===== src/design/rasc_div.sv =====
`default_nettype none
module rasc_div #(
  parameter int W = 64
) (
  input  wire logic         clk_i,
  input  wire logic         rst_ni,
  input  wire logic         start_i,
  input  wire logic [W-1:0] dividend_i,
  input  wire logic [W-1:0] divisor_i,
  output logic              done_o,
  output logic [W-1:0]      quotient_o,
  output logic [W-1:0]      remainder_o
);

  localparam int CntW = $clog2(W + 1);

  logic [W-1:0]    rem_q, rem_d;
  logic [W-1:0]    quo_q, quo_d;
  logic [W-1:0]    dsor_q;
  logic [CntW-1:0] cnt_q;
  logic            run_q, done_q;
  logic [W:0]      sh;
  logic [W:0]      diff;
  logic            ge;

  always_comb begin
    sh    = {rem_q, quo_q[W-1]};
    diff  = sh - {1'b0, dsor_q};
    ge    = sh >= {1'b0, dsor_q};
    rem_d = ge ? diff[W-1:0] : sh[W-1:0];
    quo_d = {quo_q[W-2:0], ge};
  end

  always_ff @(posedge clk_i or negedge rst_ni) begin
    if (!rst_ni) begin
      run_q  <= 1'b0;
      done_q <= 1'b0;
      cnt_q  <= '0;
    end else begin
      done_q <= 1'b0;
      if (start_i) begin
        run_q <= 1'b1;
        cnt_q <= CntW'(W);
      end else if (run_q) begin
        cnt_q <= cnt_q - 1'b1;
        if (cnt_q == CntW'(1)) begin
          run_q  <= 1'b0;
          done_q <= 1'b1;
        end
      end
    end
  end

  always_ff @(posedge clk_i) begin
    if (start_i) begin
      rem_q  <= '0;
      quo_q  <= dividend_i;
      dsor_q <= divisor_i;
    end else if (run_q) begin
      rem_q <= rem_d;
      quo_q <= quo_d;
    end
  end

  assign done_o      = done_q;
  assign quotient_o  = quo_q;
  assign remainder_o = rem_q;

endmodule
`default_nettype wire


===== config.mk =====
export PLATFORM = sky130hd
export DESIGN_NAME = rasc_div
export DESIGN_NICKNAME = d
export VERILOG_FILES = /design/src/design/rasc_div.sv
export SDC_FILE = /design/constraint.sdc
export NUM_CORES = 1
export LEC_CHECK = 0
export BUFFER_PORTS_ARGS = -buffer_cell sky130_fd_sc_hd__buf_4
export CAP_MARGIN = 10
export CORE_ASPECT_RATIO = 1.4
export CORE_MARGIN = 2
export CORE_UTILIZATION = 45
export CTS_BUF_LIST = sky130_fd_sc_hd__clkbuf_2
export DETAILED_ROUTE_END_ITERATION = 10
export GPL_TIMING_DRIVEN = 0
export PLACE_DENSITY = 0.7
export SKIP_LAST_GASP = 1
export SYNTH_ARGS = -nofsm -noshare
export SYNTH_HDL_FRONTEND = slang
export SYNTH_SLANG_ARGS = --single-unit

===== constraint.sdc =====
create_clock -name clk_i -period 3.8 [get_ports clk_i]
set_clock_uncertainty 0.2 [all_clocks]
set_input_delay 0.57 -clock clk_i [delete_from_list [all_inputs] [get_ports clk_i]]
set_output_delay 0.57 -clock clk_i [all_outputs]
set_load 0.03 [all_outputs]

==> load_flow_metrics.sql <==
INSERT INTO impl_metrics (metric_group, metric, value, unit) VALUES
('outcome', 'status', 'completed', ''),
('job', 'drv_cap', '0', ''),
('routing', 'antenna_left', '0', ''),
('synth', 'synthDistinctLibCells', '70', ''),
('sta', 'slew-limit-headroom', '38.0', '%'),
('layout', 'flow.area_growth_from_synthesis', '36.7', '%'),
('global_route', 'grt_util_all_layers', '25.4', '%'),
('worst_setup_path', 'cpMostUsedCell', 'sky130_fd_sc_hd__buf_4', ''),
('pwr', 'fin_total_pwr', '11.8', 'mW'),
('global_route', 'globalRoute.totalOverflow', '0', ''),
('worst_setup_path', 'reg2reg_to', 'remainder_o[48]', ''),
('pwr', 'p_int', '6.22', 'mW'),
('synth', 'synthesis.instances', '1212', ''),
('global_route', 'grt_pass1_vias', '11300', ''),
('synth', 'ys_seq_area_share', '45.3', '%'),
('die', 'core', '25900', 'um2'),
('cts', 'clk_pin_slew', '0.11', 'ns'),
('placed_design', 'placement_setup_slack', '-0.458', 'ns'),
('sta', 'setup_ws', '0.154', 'ns'),
('sta', 'timing_worst_slew_pin_value', '0.930', 'ns'),
('die', 'floorplan.die_area', '27600', 'um2'),
('pwr', 'switching_share', '47.2', '%'),
('layout', 'final.fill_count', '2200', ''),
('worst_setup_path', 'cp-end-kind', 'flip-flop', ''),
('worst_setup_path', 'crit-reg2reg-launch', 'quotient_o[63]', ''),
('worst_setup_path', 'timing.setup.critical_path_class', 'reg2reg', ''),
('hold_path', 'holdPathEnd', 'dsor_q[42]', ''),
('worst_setup_path', 'crit_arrival', '4.23', 'ns'),
('global_route', 'wire_length_of_the_first_global_routing_pass', '56.3', 'mm'),
('die', 'placement_rows', '70', ''),
('routing', 'first_iter_violations', '591', ''),
('synth', 'synth-async-reset-ratio', '4.48', '%'),
('synth', 'syn_area', '11800', 'um2'),
('hold_path', 'hp-start', 'start_i', ''),
('die', 'starting_density_of_the_core', '45.5', '%'),
('pwr', 'pwr_density_cell', '730', 'nW/um2'),
('synth', 'yosys_warnings', '0', ''),
('routing', 'dr_total_vias', '10900', ''),
('sta', 'min_period_over_period', '96.0', '%'),
('die', 'fp.dieH', '196', 'um'),
('synth', 'postSynthNetCount', '1410', ''),
('die', 'top_level_ports', '260', ''),
('layout', 'post_route_cells_drive_above_1_share', '27.6', '%'),
('cts', 'cts_tree', 'done', ''),
('sta', 'hold_violations', '0', ''),
('global_route', 'grt_antenna_before_repair', '1', ''),
('cts', 'cts_root_cell', 'sky130_fd_sc_hd__clkbuf_2', ''),
('routing', 'drc_violations', '0', ''),
('worst_setup_path', 'start_kind', 'flip-flop', ''),
('placed_design', 'place.gp.congestion', '0.905', ''),
('sta', 'finalMaxSlewViolations', '0', ''),
('pwr', 'p_seq_share', '28.8', '%'),
('pwr', 'vdd_ir_drop_max', '0.338', 'mV'),
('routing', 'routed_wirelength', '35.7', 'mm'),
('worst_setup_path', 'r2r_cells', '17', ''),
('routing', 'avgViaCountPerCell', '5.41', ''),
('pwr', 'switching_power', '5.55', 'mW'),
('cts', 'insertion_delay', '0.89', 'ns'),
('worst_setup_path', 'reg2reg_slack', '0.15', 'ns'),
('cts', 'cts_htree_levels', '2', ''),
('sta', 'fin_crit', '3.65', 'ns'),
('synth', 'post_synth_top_flop', 'sky130_fd_sc_hd__edfxtp_1', ''),
('routing', 'detail_route.first_pass.iterations', '6', ''),
('worst_setup_path', 'cp_max_fo', '4', ''),
('worst_setup_path', 'critical_path.n_buffers_inverters', '4', ''),
('pwr', 'power.clock.fraction', '13.1', '%'),
('cts', 'number_of_buffers_created_by_cts', '51', ''),
('hold_path', 'hold_path_class', 'in2reg', ''),
('pwr', 'combPwrFrac', '58.1', '%'),
('die', 'dieWidth', '141', 'um'),
('synth', 'postSynthRegisterBits', '201', '');
## kinds of logic after synthesis
kind of cell | count (synthesis) | share of synthesized area, %
flip-flops | 201 | 45.3
multiplexers | 72 | 6.78
adder cells (fa/ha/maj) | 67 | 7.16
buffers and inverters | 162 | 5.68
AO/OA/AOI/OAI | 350 | 19.0
XOR/XNOR | 66 | 4.90
AND/OR/NAND/NOR | 294 | 11.2
## registers in the layout, summed over array words and instances, names as in the netlist
| name | count |
|---|---|
| run_q | 1 |
| remainder_o | 64 |
| dsor_q | 64 |
| cnt_q | 7 |
| done_o | 1 |
| quotient_o | 64 |
## per-stage QoR
step                      hold slack [ns]  cells  cell area, um2  utilization, %  setup TNS, ns
after detailed placement            0.204   1796           14200            54.7          -3.15
after global placement              0.201   1795           14200            54.6         -12.04
after CTS                          0.0922   2018           16000            61.7        -0.0367
after floorplan                    0.0744   1212           11800               -              0
final                               0.132   2020           16100            62.2              0
after global routing                0.130   2020           16100            62.2        -0.0793
## power by group through the flow
stage	sequential, mW	combinational [mW]	clock (mW)
2_1_floorplan	4.14	3.81	0
3_5_place_dp	3.43	6.47	0
3_3_place_gp	3.42	6.41	0
5_1_grt	3.47	7.44	1.69
6_report	3.39	6.84	1.54
4_1_cts	3.39	6.67	1.59
## cells in the mapped netlist, drive strengths merged (3+ instances only)
master	number	area share [%]
buf	25	1.3
nand2	65	2.1
a21boi	3	0.19
nor2b	5	0.26
inv	88	2.8
and3	8	0.47
xnor2	38	2.8
or3	3	0.16
mux2	64	6.1
edfxtp	128	33
nand3	8	0.34
xor2	28	2.1
o221ai	4	0.35
or2	6	0.32
a21oi	119	5.0
clkbuf	49	1.6
o21bai	14	0.89
ha	66	7.0
dfxtp	64	11
o21ai	55	2.3
o21a	13	0.83
mux2i	8	0.68
nand4	20	1.1
nor3	12	0.51
nand2b	7	0.37
dfrtp	9	1.9
o211ai	4	0.25
a211oi	63	4.0
a22o	3	0.22
nor2	145	4.6
a31oi	19	1.1
a21o	30	1.9
## final cells by class
class / count / share of cell area [%]
clock inverters: 14 / 0.566
plain buffers: 70 / 2.03
well taps: 324 / 2.51
diodes: 1 / 0.0155
flip-flops and latches: 201 / 33.2
repair buffers: 397 / 20.6
multi-input cells: 849 / 36.7
clock buffers: 76 / 2.36
inverters: 88 / 2.05
## how the worst max path moves through the flow
stage,start,endpoint,slack (ns),cells past startpoint
global placement,quotient_o[63],remainder_o[62],-0.47,14
detailed placement,quotient_o[63],remainder_o[62],-0.46,14
floorplan,quotient_o[63],remainder_o[62],0.25,14
CTS,quotient_o[63],remainder_o[62],-0.03,14
global route,quotient_o[63],remainder_o[56],-0.04,17
finish,quotient_o[63],remainder_o[48],0.15,17
## metal layers
layer | global-route usage (%) | share of wire (%) | vias up
li1 | - | - | 5304
met1 | 27.6 | 38 | 5177
met2 | 46.7 | 52 | 348
met3 | 5.54 | 5.8 | 100
met4 | 11.9 | 4.4 | 0
met5 | 0 | 0 | -
## cell usage in the layout (no fill, tap or decap), types with 64 or more instances in the layout
cell type                       instances
sky130_fd_sc_hd__a21oi_1              118
sky130_fd_sc_hd__buf_4                267
sky130_fd_sc_hd__clkbuf_2              77
sky130_fd_sc_hd__dfxtp_1               64
sky130_fd_sc_hd__dlygate4sd3_1        130
sky130_fd_sc_hd__edfxtp_1             128
sky130_fd_sc_hd__ha_1                  66
sky130_fd_sc_hd__inv_1                 86
sky130_fd_sc_hd__mux2_2                64
sky130_fd_sc_hd__nand2_1               65
sky130_fd_sc_hd__nor2_1               145
## worst register-to-register path, cell delays in order (launching register included)
cell,delay (ns)
sky130_fd_sc_hd__edfxtp_1,0.45
sky130_fd_sc_hd__inv_1,0.09
sky130_fd_sc_hd__ha_1,0.20
sky130_fd_sc_hd__fa_1,0.20
sky130_fd_sc_hd__and2b_1,0.19
sky130_fd_sc_hd__nor2_1,0.19
sky130_fd_sc_hd__o211ai_1,0.12
sky130_fd_sc_hd__buf_4,0.17
sky130_fd_sc_hd__buf_4,0.14
sky130_fd_sc_hd__a211oi_4,0.27
sky130_fd_sc_hd__o41ai_4,0.12
sky130_fd_sc_hd__buf_4,0.18
sky130_fd_sc_hd__a21boi_0,0.36
sky130_fd_sc_hd__o21ai_0,0.17
sky130_fd_sc_hd__xnor2_1,0.15
sky130_fd_sc_hd__nor2_1,0.10
sky130_fd_sc_hd__a21oi_1,0.05
sky130_fd_sc_hd__a211oi_1,0.24
## what timing repair did
action                                  CTS  global route
pin swaps                                 2             5
buffers inserted                          2             5
hold buffers                            130             0
endpoints found under the setup margin   14            54
resized for setup                         6            22
hold endpoints to repair                137             0
cloned                                    0             0
Power figures use the tool's default switching activity.
